$ cat src/rtl/tbnav_pkg.sv
`timescale 1ns / 1ps
`default_nettype none

package tbnav_pkg;

  localparam int unsigned IdxW   = 8;
  localparam int unsigned TimeW  = 32;
  localparam int unsigned HoldW  = 16;
  localparam int unsigned CfgIdW = 2;
  localparam int unsigned CfgDW  = 16;
  localparam int unsigned InDW   = 40;
  localparam int unsigned OutDW  = 24;

  localparam logic [HoldW-1:0] HOLD_TIME_RESET = 16'd400;

  localparam logic [CfgIdW-1:0] REG_ITEM_COUNT   = 2'd0;
  localparam logic [CfgIdW-1:0] REG_HOLD_TIME    = 2'd1;
  localparam logic [CfgIdW-1:0] REG_BOTH_CANCELS = 2'd2;

  // Press tracking of one button.
  typedef struct packed {
    logic             was_down;
    logic             long_done;
    logic [TimeW-1:0] hold_start;
  } btn_state_t;

  // What one sample does to one button.
  typedef struct packed {
    btn_state_t nxt;
    logic       long_pulse;
    logic       short_press;
  } btn_result_t;

endpackage

`default_nettype wire

$ cat src/rtl/tbnav_btn.sv
`timescale 1ns / 1ps
`default_nettype none

// Short/long press classifier for one button, pure next-state logic.
module tbnav_btn import tbnav_pkg::*; (
  input  wire logic             down_i,
  input  wire logic [TimeW-1:0] now_i,
  input  wire logic [HoldW-1:0] hold_time_i,
  input  wire btn_state_t       cur_i,
  output btn_result_t           res_o
);

  logic [TimeW-1:0] elapsed;
  logic             held_long;

  // modulo 2^32, so a wrapped timestamp still measures correctly
  assign elapsed   = now_i - cur_i.hold_start;
  assign held_long = elapsed >= {{(TimeW-HoldW){1'b0}}, hold_time_i};

  always_comb begin
    res_o                = '0;
    res_o.nxt.was_down   = down_i;
    res_o.nxt.hold_start = cur_i.hold_start;
    res_o.nxt.long_done  = cur_i.long_done;
    if (down_i) begin
      if (!cur_i.was_down) begin
        res_o.nxt.hold_start = now_i;
        res_o.nxt.long_done  = 1'b0;
      end else if (!cur_i.long_done && (cur_i.hold_start != '0) && held_long) begin
        // a zero start means the timer never runs
        res_o.long_pulse    = 1'b1;
        res_o.nxt.long_done = 1'b1;
      end
    end else begin
      res_o.short_press    = cur_i.was_down && !cur_i.long_done;
      res_o.nxt.hold_start = '0;
      res_o.nxt.long_done  = 1'b0;
    end
  end

endmodule

`default_nettype wire

$ cat src/rtl/two_button_short_long_press_nav_unit.sv
`timescale 1ns / 1ps
`default_nettype none

// Two-button navigator: each sample of the next/previous buttons with a ms
// timestamp gives one result in the cycle after its transfer, and a new
// sample is taken every cycle while the result register is empty or being
// drained; the selection and press-tracking registers close a loop. A release
// without a long press steps the selection (next before previous within one
// sample), holding a button for hold_time_ms fires one long-press pulse.
// item_count of zero ignores samples; writing item_count clears selection and
// tracking. Input tdata: [0] next_down, [1] prev_down, [33:2] now_ms.
// Output tdata: [7:0] selected_index, [15:8] previous_index,
// [16] selection_changed, [17] open_selected, [18] go_back.
// Config registers: 0 item_count, 1 hold_time_ms, 2 both_down_cancels.
module two_button_short_long_press_nav_unit import tbnav_pkg::*; (
  input  wire logic              clk_i,
  input  wire logic              rst_ni,
  input  wire logic              s_axis_tvalid,
  output logic                   s_axis_tready,
  // [0] next_down, [1] prev_down, [33:2] now_ms, [39:34] zero
  input  wire logic [InDW-1:0]   s_axis_tdata,
  output logic                   m_axis_tvalid,
  input  wire logic              m_axis_tready,
  // [7:0] selected_index, [15:8] previous_index, [16] selection_changed,
  // [17] open_selected, [18] go_back, [23:19] zero
  output logic [OutDW-1:0]       m_axis_tdata,
  input  wire logic              cfg_valid_i,
  output logic                   cfg_ready_o,
  input  wire logic [CfgIdW-1:0] cfg_index_i,
  input  wire logic [CfgDW-1:0]  cfg_data_i
);

  logic [IdxW-1:0]  item_count_q;
  logic [HoldW-1:0] hold_time_q;
  logic             both_cancel_q;
  logic [IdxW-1:0]  sel_q, sel_d;
  btn_state_t       next_q, next_d, prev_q, prev_d;
  logic             out_valid_q;
  logic [OutDW-1:0] out_data_q, out_data_d;

  logic             in_fire, cfg_fire, clear_all;
  logic             nd, pd;
  logic [TimeW-1:0] now;
  btn_result_t      next_res, prev_res;
  logic [IdxW:0]    sel_inc;
  logic [IdxW-1:0]  sel_mid;
  logic             changed, open_pulse, back_pulse;

  assign nd  = s_axis_tdata[0];
  assign pd  = s_axis_tdata[1];
  assign now = s_axis_tdata[TimeW+1:2];

  assign s_axis_tready = !out_valid_q || m_axis_tready;
  assign in_fire       = s_axis_tvalid && s_axis_tready;
  assign cfg_ready_o   = 1'b1;
  assign cfg_fire      = cfg_valid_i && cfg_ready_o;
  assign clear_all     = cfg_fire && (cfg_index_i == REG_ITEM_COUNT);

  tbnav_btn u_next (
    .down_i      (nd),
    .now_i       (now),
    .hold_time_i (hold_time_q),
    .cur_i       (next_q),
    .res_o       (next_res)
  );

  tbnav_btn u_prev (
    .down_i      (pd),
    .now_i       (now),
    .hold_time_i (hold_time_q),
    .cur_i       (prev_q),
    .res_o       (prev_res)
  );

  assign sel_inc = {1'b0, sel_q} + {{IdxW{1'b0}}, 1'b1};

  always_comb begin
    sel_d      = sel_q;
    next_d     = next_q;
    prev_d     = prev_q;
    changed    = 1'b0;
    open_pulse = 1'b0;
    back_pulse = 1'b0;
    sel_mid    = sel_q;
    if (item_count_q != '0) begin
      if (both_cancel_q && nd && pd) begin
        next_d = '0;
        prev_d = '0;
      end else begin
        if (next_res.short_press) begin
          sel_mid = (sel_inc < {1'b0, item_count_q}) ? sel_inc[IdxW-1:0] : '0;
        end
        sel_d = sel_mid;
        if (prev_res.short_press) begin
          sel_d = (sel_mid != '0) ? (sel_mid - IdxW'(1'b1)) :
                                    (item_count_q - IdxW'(1'b1));
        end
        changed    = next_res.short_press || prev_res.short_press;
        open_pulse = next_res.long_pulse;
        back_pulse = prev_res.long_pulse;
        next_d     = next_res.nxt;
        prev_d     = prev_res.nxt;
      end
    end
    out_data_d = {{(OutDW-2*IdxW-3){1'b0}}, back_pulse, open_pulse, changed, sel_q, sel_d};
  end

  always_ff @(posedge clk_i or negedge rst_ni) begin
    if (!rst_ni) begin
      item_count_q  <= '0;
      hold_time_q   <= HOLD_TIME_RESET;
      both_cancel_q <= 1'b0;
    end else if (cfg_fire) begin
      unique case (cfg_index_i)
        REG_ITEM_COUNT:   item_count_q  <= cfg_data_i[IdxW-1:0];
        REG_HOLD_TIME:    hold_time_q   <= cfg_data_i[HoldW-1:0];
        REG_BOTH_CANCELS: both_cancel_q <= cfg_data_i[0];
        default: ;
      endcase
    end
  end

  always_ff @(posedge clk_i or negedge rst_ni) begin
    if (!rst_ni) begin
      sel_q  <= '0;
      next_q <= '0;
      prev_q <= '0;
    end else if (clear_all) begin
      sel_q  <= '0;
      next_q <= '0;
      prev_q <= '0;
    end else if (in_fire) begin
      sel_q  <= sel_d;
      next_q <= next_d;
      prev_q <= prev_d;
    end
  end

  always_ff @(posedge clk_i or negedge rst_ni) begin
    if (!rst_ni) begin
      out_valid_q <= 1'b0;
    end else if (s_axis_tready) begin
      out_valid_q <= in_fire;
    end
  end

  always_ff @(posedge clk_i) begin
    if (in_fire) begin
      out_data_q <= out_data_d;
    end
  end

  assign m_axis_tvalid = out_valid_q;
  assign m_axis_tdata  = out_data_q;

endmodule

`default_nettype wire

$ cat config.mk
export PLATFORM = sky130hd
export DESIGN_NAME = two_button_short_long_press_nav_unit
export DESIGN_NICKNAME = d
export VERILOG_FILES = /design/src/rtl/tbnav_pkg.sv /design/src/rtl/tbnav_btn.sv /design/src/rtl/two_button_short_long_press_nav_unit.sv
export SDC_FILE = /design/constraint.sdc
export NUM_CORES = 1
export LEC_CHECK = 0
export BUFFER_PORTS_ARGS = -buffer_cell sky130_fd_sc_hd__buf_4
export CAP_MARGIN = 30
export CORE_MARGIN = 1
export CORE_UTILIZATION = 29
export DETAILED_ROUTE_END_ITERATION = 8
export SLEW_MARGIN = 0
export SYNTH_ARGS = -nofsm -noshare
export SYNTH_HDL_FRONTEND = slang
export SYNTH_SLANG_ARGS = --single-unit
$ cat constraint.sdc
create_clock -name clk_i -period 15.3 [get_ports clk_i]
set_clock_uncertainty 0.2 [all_clocks]
set_input_delay 2.295 -clock clk_i [delete_from_list [all_inputs] [get_ports clk_i]]
set_output_delay 2.295 -clock clk_i [all_outputs]
set_load 0.05 [all_outputs]
# Yosys cells after proc, flatten, opt, wreduce, memory -nomap -nowiden
# Index checks and enable logic that the tools add are counted.
[totals]
regBits = 121
latch_bits = 0
mem_bits_rw = 0
mem_bits_ro = 0
in_bits = 63
memories = 0
[op_classes]
n_addsub = 5
multipliers = 0
n_div = 0
order_cmp = 3
eq_ne = 6
shift = 0
mux = 30
bitwise_logic = 5
n_reduce_logical = 33
[op_table]
columns = ["operator", "count"]
rows = [
  ["$mux W34", 8],
  ["$mux W8", 10],
  ["$mux W33", 2],
  ["$ge A32 B16 Y1", 2],
  ["$mux W32", 2],
  ["$reduce_bool A32 Y1", 2],
  ["$sub A32 B32 Y32", 2],
  ["$reduce_bool A8 Y1", 2],
  ["$sub A8 B1 Y8 const B", 2],
  ["$reduce_and A3 Y1", 4],
  ["$logic_and A1 B1 Y1", 10],
  ["$ne A5 B2 Y1 const B", 2],
  ["$add A8 B1 Y9 const B", 1],
  ["$lt A9 B8 Y1", 1],
  ["$mux W1", 8],
  ["$ne A4 B2 Y1 const B", 2],
  ["$reduce_and A2 Y1", 4],
  ["$reduce_or A4 Y1", 2],
  ["$not A1 Y1", 5],
  ["$reduce_bool A2 Y1", 2],
  ["$logic_not A1 Y1", 3],
  ["$eq A2 B1 Y1 const B", 1],
  ["$eq A2 B2 Y1 const B", 1],
  ["$logic_not A2 Y1", 1],
  ["2 further kinds", 3],
]

# Longest topological paths before layout
[logic_depth]
word_depth = 13
mapped_depth = 21
ltp_nobuf = 21

# Modules after synthesis
# From an unflattened synthesis, not the netlist that was laid out.
[hier_totals]
hier_cells = 1459
hier_area_um2 = 12199.2
[modules_own_cells]
columns = ["mod", "instances", "cells_each", "area_each_um2", "seq_area_each_um2"]
rows = [
  ["tbnav_btn", 2, 498, 3325.7, 0.0],
  ["two_button_short_long_press_nav_unit", 1, 463, 5547.8, 3126.7],
]

# Worst setup path after synthesis
# OpenSTA, ideal clock, no wires.
[synth_timing]
kind = "input -> register"
from = "input s_axis_tdata[2]"
to = "register out_data_q[18] (netlist: m_axis_tdata[18]), data pin"
arrival_ns = 6.395
required_time_ns = 14.846
slack_ns = 8.450
path_stages = 19
n_path_buf = 0
path_cell_list = "inv_1 -> ha_1 -> inv_1 -> fa_1 -> a211o_1 -> a211o_1 -> nand2_1 -> nand2_1 -> xor2_1 -> ha_1 -> a21oi_1 -> nor2b_1 -> a2111oi_0 -> a311o_2 -> nand4_1 -> or4_1 -> or3_1 -> or4_4 -> o21a_1"
[synth_between]
elab_chain_len = 4
[synth_rtl]
columns = ["element", "line_no", "text"]
rows = [
  ["start, declared", "two_button_short_long_press_nav_unit.sv:21", "input wire logic [InDW-1:0] s_axis_tdata,"],
  ["$sub A32 B32 Y32", "tbnav_btn.sv:17", "assign elapsed = now_i - cur_i.hold_start;"],
  ["$ge A32 B16 Y1", "tbnav_btn.sv:18", "assign held_long = elapsed >= {{(TimeW-HoldW){1'b0}}, hold_time_i};"],
  ["$logic_and A1 B1 Y1", "tbnav_btn.sv:29", "end else if (!cur_i.long_done && (cur_i.hold_start != '0) && held_long) begin"],
  ["$mux W1", "tbnav_btn.sv:29", ""],
  ["end signal, assigned", "two_button_short_long_press_nav_unit.sv:149", "out_data_q <= out_data_d;"],
  ["end, declared", "two_button_short_long_press_nav_unit.sv:39", "logic [OutDW-1:0] out_data_q, out_data_d;"],
]
# Every way passes these cells.
# A chain may end at the register's enable or synchronous reset.

# Worst setup path in the final report
# Ends and elaborated chain as after synthesis.

==> flow_metrics.tcl <==
set metrics [dict create \
    max-slew-margin-rel 0.3433 \
    switching_share 0.4032 \
    hp-class "reg2reg" \
    placementRows 69 \
    synth_common_cells "180 x nand2_1, 125 x o21ai_0, 109 x inv_1, 103 x ha_1, 99 x dfrtp_1" \
    crit_buf_inv 3 \
    cts.reportedPaths.clkPinSlew_ns 0.06 \
    synth_top_area_share 0.2326 \
    yosysUniqueCellTypes 82 \
    cts_buffer_depth 2 \
    cts_hold_buf 0 \
    vias_per_cell 5.283 \
    multi_input_area_mm2 0.006842 \
    final_antenna_net_count 0 \
    fmax_ghz 0.1427 \
    antenna_found_initial 0 \
    p_clk_frac 0.276 \
    die_h_um 193.6 \
    area_growth_pct 14.99 \
    portBuffers 77 \
    crit_chain "buf_4, inv_1, ha_1, inv_1, fa_1, a211o_1, a211o_1, nand2_1, nand2_1, xor2_1, ha_1, a21oi_1, nor2b_1, a2111oi_0, a311o_2, nand4_1, or4_1, or3_1, or4_4, o21a_1" \
    fillers 3762 \
    design.core.area_mm2 0.03583 \
    slew_viol_final 0 \
    synth_edf_count 19 \
    cts_num_sinks 121 \
    vdd_drop_max_v 0.00008253 \
    htreeDepth 4 \
    drt-total-wl_um 31520 \
    dp_hpwl_um 24840 \
    yosysMostFrequentCell "nand2_1" \
    rsz0062_at_grt "no" \
    cts_tree "built" \
    critPathMaxFanout 3 \
    cp.arrival_ns 6.98 \
    synthArstFlopShare 0.8430 \
    worst_setup_path_start_kind "input pin" \
    synth_area_leader_cell "dfrtp_1" \
    synth-seq-cells 121 \
    cts_made_buffers 17 \
    firstDrtPassIters 5 \
    drive_gt1_frac 0.1168 \
    synth_area_mm2 0.01065 \
    synth_ff_type "dfrtp_1" \
    drc 0 \
    postCtsSetupRepairBufs 0 \
    switchingPower_w 0.0006054 \
    die_w_um 193.6 \
    tightest_slew_ns 0.9851 \
    crit_family "compound AO/OA/AOI/OAI gates" \
    outcome "finished clean" \
    drv_cap 0 \
    leakagePower_nw 5.274 \
    p_int_w 0.0008960 \
    finish.utilization 0.3418 \
    routed-via-count 9721 \
    grt_start_max_net_pins 57 \
    fin_ws_ns 8.290 \
    worstPathRequired_ns 15.27 \
    pre_cts_slack_ns 7.855 \
    slowest_delay_ns 0.55 \
    slowest_stage "or4_4" \
    combPwrFrac 0.438 \
    start_util 0.2973 \
    grt_pass1_wl_um 50700 \
    cp-end-kind "flop" \
    ios 90 \
    syn_inst 1316 \
    ctsResizeCount 0 \
    total_power_w 0.001501 \
    drt-initial-drc-count 679 \
    setup_viol 0 \
    clk_latency_ns 0.44 \
    critPathKind "in2reg" \
    die_area_mm2 0.03749 \
    antenna_cells 0 \
    avgSynthCellArea_um2 8.093 \
    fin_crit_ns 7.010 \
    fin_setup_tns_ns 0 \
    yosysSeqAreaShare 0.2936 \
    synthTopCellsByArea "dfrtp_1 23%, ha_1 12%, nand2_1 6.3%" \
    hold_viol 0 \
    post_drt_wl_per_cell_um 17.13 \
    grt_remaining_overflow 0 \
    p_seq_frac 0.286 \
    grt_pass1_vias 9359 \
    powerDensity_mw_per_mm2 122.6 \
    cts_root_buf "clkbuf_16" \
    track_usage 0.1704 \
    area.sequential_mm2 0.003127 \
    fin_crit_sh 0.4581 \
    nNetsFinal 1534 \
    yosys_warnings 0 \
    gp_congestion 0.8836 \
]
stage by stage:
stage          cell area, um^2  cells  hold slack (ns)
6_report                 12250   1840           0.3034
5_1_grt                  12250   1840           0.3272
4_1_cts                  12250   1840           0.3065
3_5_place_dp             11640   1808           0.2940
3_3_place_gp             11580   1805           0.2875
2_1_floorplan            10670   1320           0.2231
registers in the layout, indices dropped and copies added (netlist names):
| signal | cells |
|---|---|
| prev_q | 34 |
| next_q | 34 |
| item_count_q | 8 |
| m_axis_tvalid | 1 |
| sel_q | 8 |
| m_axis_tdata | 19 |
| hold_time_q | 16 |
| both_cancel_q | 1 |
cell families (layout without fill, tap and decap cells):
logic type | after synthesis | in the layout | share of synthesized area
xor+xnor | 52 | 52 | 0.04276
fa+ha+maj | 105 | 105 | 0.1248
other cells | 2 | 6 | 0.0007052
compound gates | 410 | 410 | 0.2478
flops | 121 | 121 | 0.2936
buf+inv | 169 | 228 | 0.06614
simple gates | 432 | 432 | 0.1988
mux | 25 | 25 | 0.02549
cells in the final DEF, fill, tap and decap left out, types with 8 or more instances in the layout:
| cell type | n |
|---|---|
| ha_1 | 103 |
| edfxtp_1 | 19 |
| dfrtp_1 | 99 |
| or3_1 | 9 |
| a22o_1 | 16 |
| o21ai_0 | 125 |
| nor2b_1 | 8 |
| a31oi_1 | 12 |
| nand3_1 | 31 |
| and2_1 | 13 |
| o21a_1 | 18 |
| nor4_1 | 23 |
| nand2_1 | 180 |
| o211ai_1 | 11 |
| nor3_1 | 22 |
| a21oi_1 | 90 |
| a211oi_1 | 16 |
| nand4_1 | 21 |
| xor2_1 | 23 |
| clkbuf_16 | 18 |
| mux2_2 | 17 |
| and3_1 | 15 |
| xnor2_1 | 29 |
| nor2_1 | 58 |
| o31ai_1 | 13 |
| nand2b_1 | 19 |
| a21o_1 | 36 |
| inv_1 | 109 |
| mux2i_1 | 8 |
| buf_4 | 84 |
worst paths after layout:
path	start	endpoint	slack, ns	depth (start not counted)
max	s_axis_tdata[2]	m_axis_tdata[18]$_SDFFCE_PP0P_	8.29	20
min	next_q[13]$_DFFE_PN0P_	next_q[13]$_DFFE_PN0P_	0.30	2
max reg2reg	sel_q[0]$_DFFE_PN0P_	m_axis_tdata[4]$_DFFE_PP_	9.62	17
min reg2reg	next_q[13]$_DFFE_PN0P_	next_q[13]$_DFFE_PN0P_	0.30	2
max in group asynchronous	rst_ni	next_q[17]$_DFFE_PN0P_	12.07	2
min in group asynchronous	rst_ni	sel_q[4]$_DFFE_PN0P_	1.74	1
worst reg2reg max path, delay by kind of cell (launching register included):
kind,cells,cell delay [ns]
DFF,1,0.61
and+or+nand+nor,7,1.83
xor gates and xnor gates,1,0.25
AOI/OAI and AO/OA,5,1.21
adders and majority gates,3,0.92
muxes,1,0.39
power groups by stage:
stage	Clock [W]	Sequential [W]	Combinational, W
2_1_floorplan	0	0.000435	0.000471
3_3_place_gp	0	0.000433	0.000639
3_5_place_dp	0	0.000435	0.000650
4_1_cts	0.000422	0.000430	0.000655
5_1_grt	0.000438	0.000438	0.000737
6_report	0.000414	0.000430	0.000657
layer usage:
metal | global-route usage | wire [um]
met3 | 0.02644 | 1333
met1 | 0.2316 | 15210
met5 | 0 | 0
met4 | 0.05244 | 606
met2 | 0.2768 | 14380
layout make-up:
cell class                      instances  share of cell area
Clock buffer                           20             0.03821
Multi-Input combinational cell       1030              0.5586
Tap cell                              461             0.04710
Sequential cell                       121              0.2553
Clock inverter                         12             0.01144
Inverter                              109             0.03341
Timing Repair Buffer                   87             0.05588
Power figures use the tool's default switching activity.
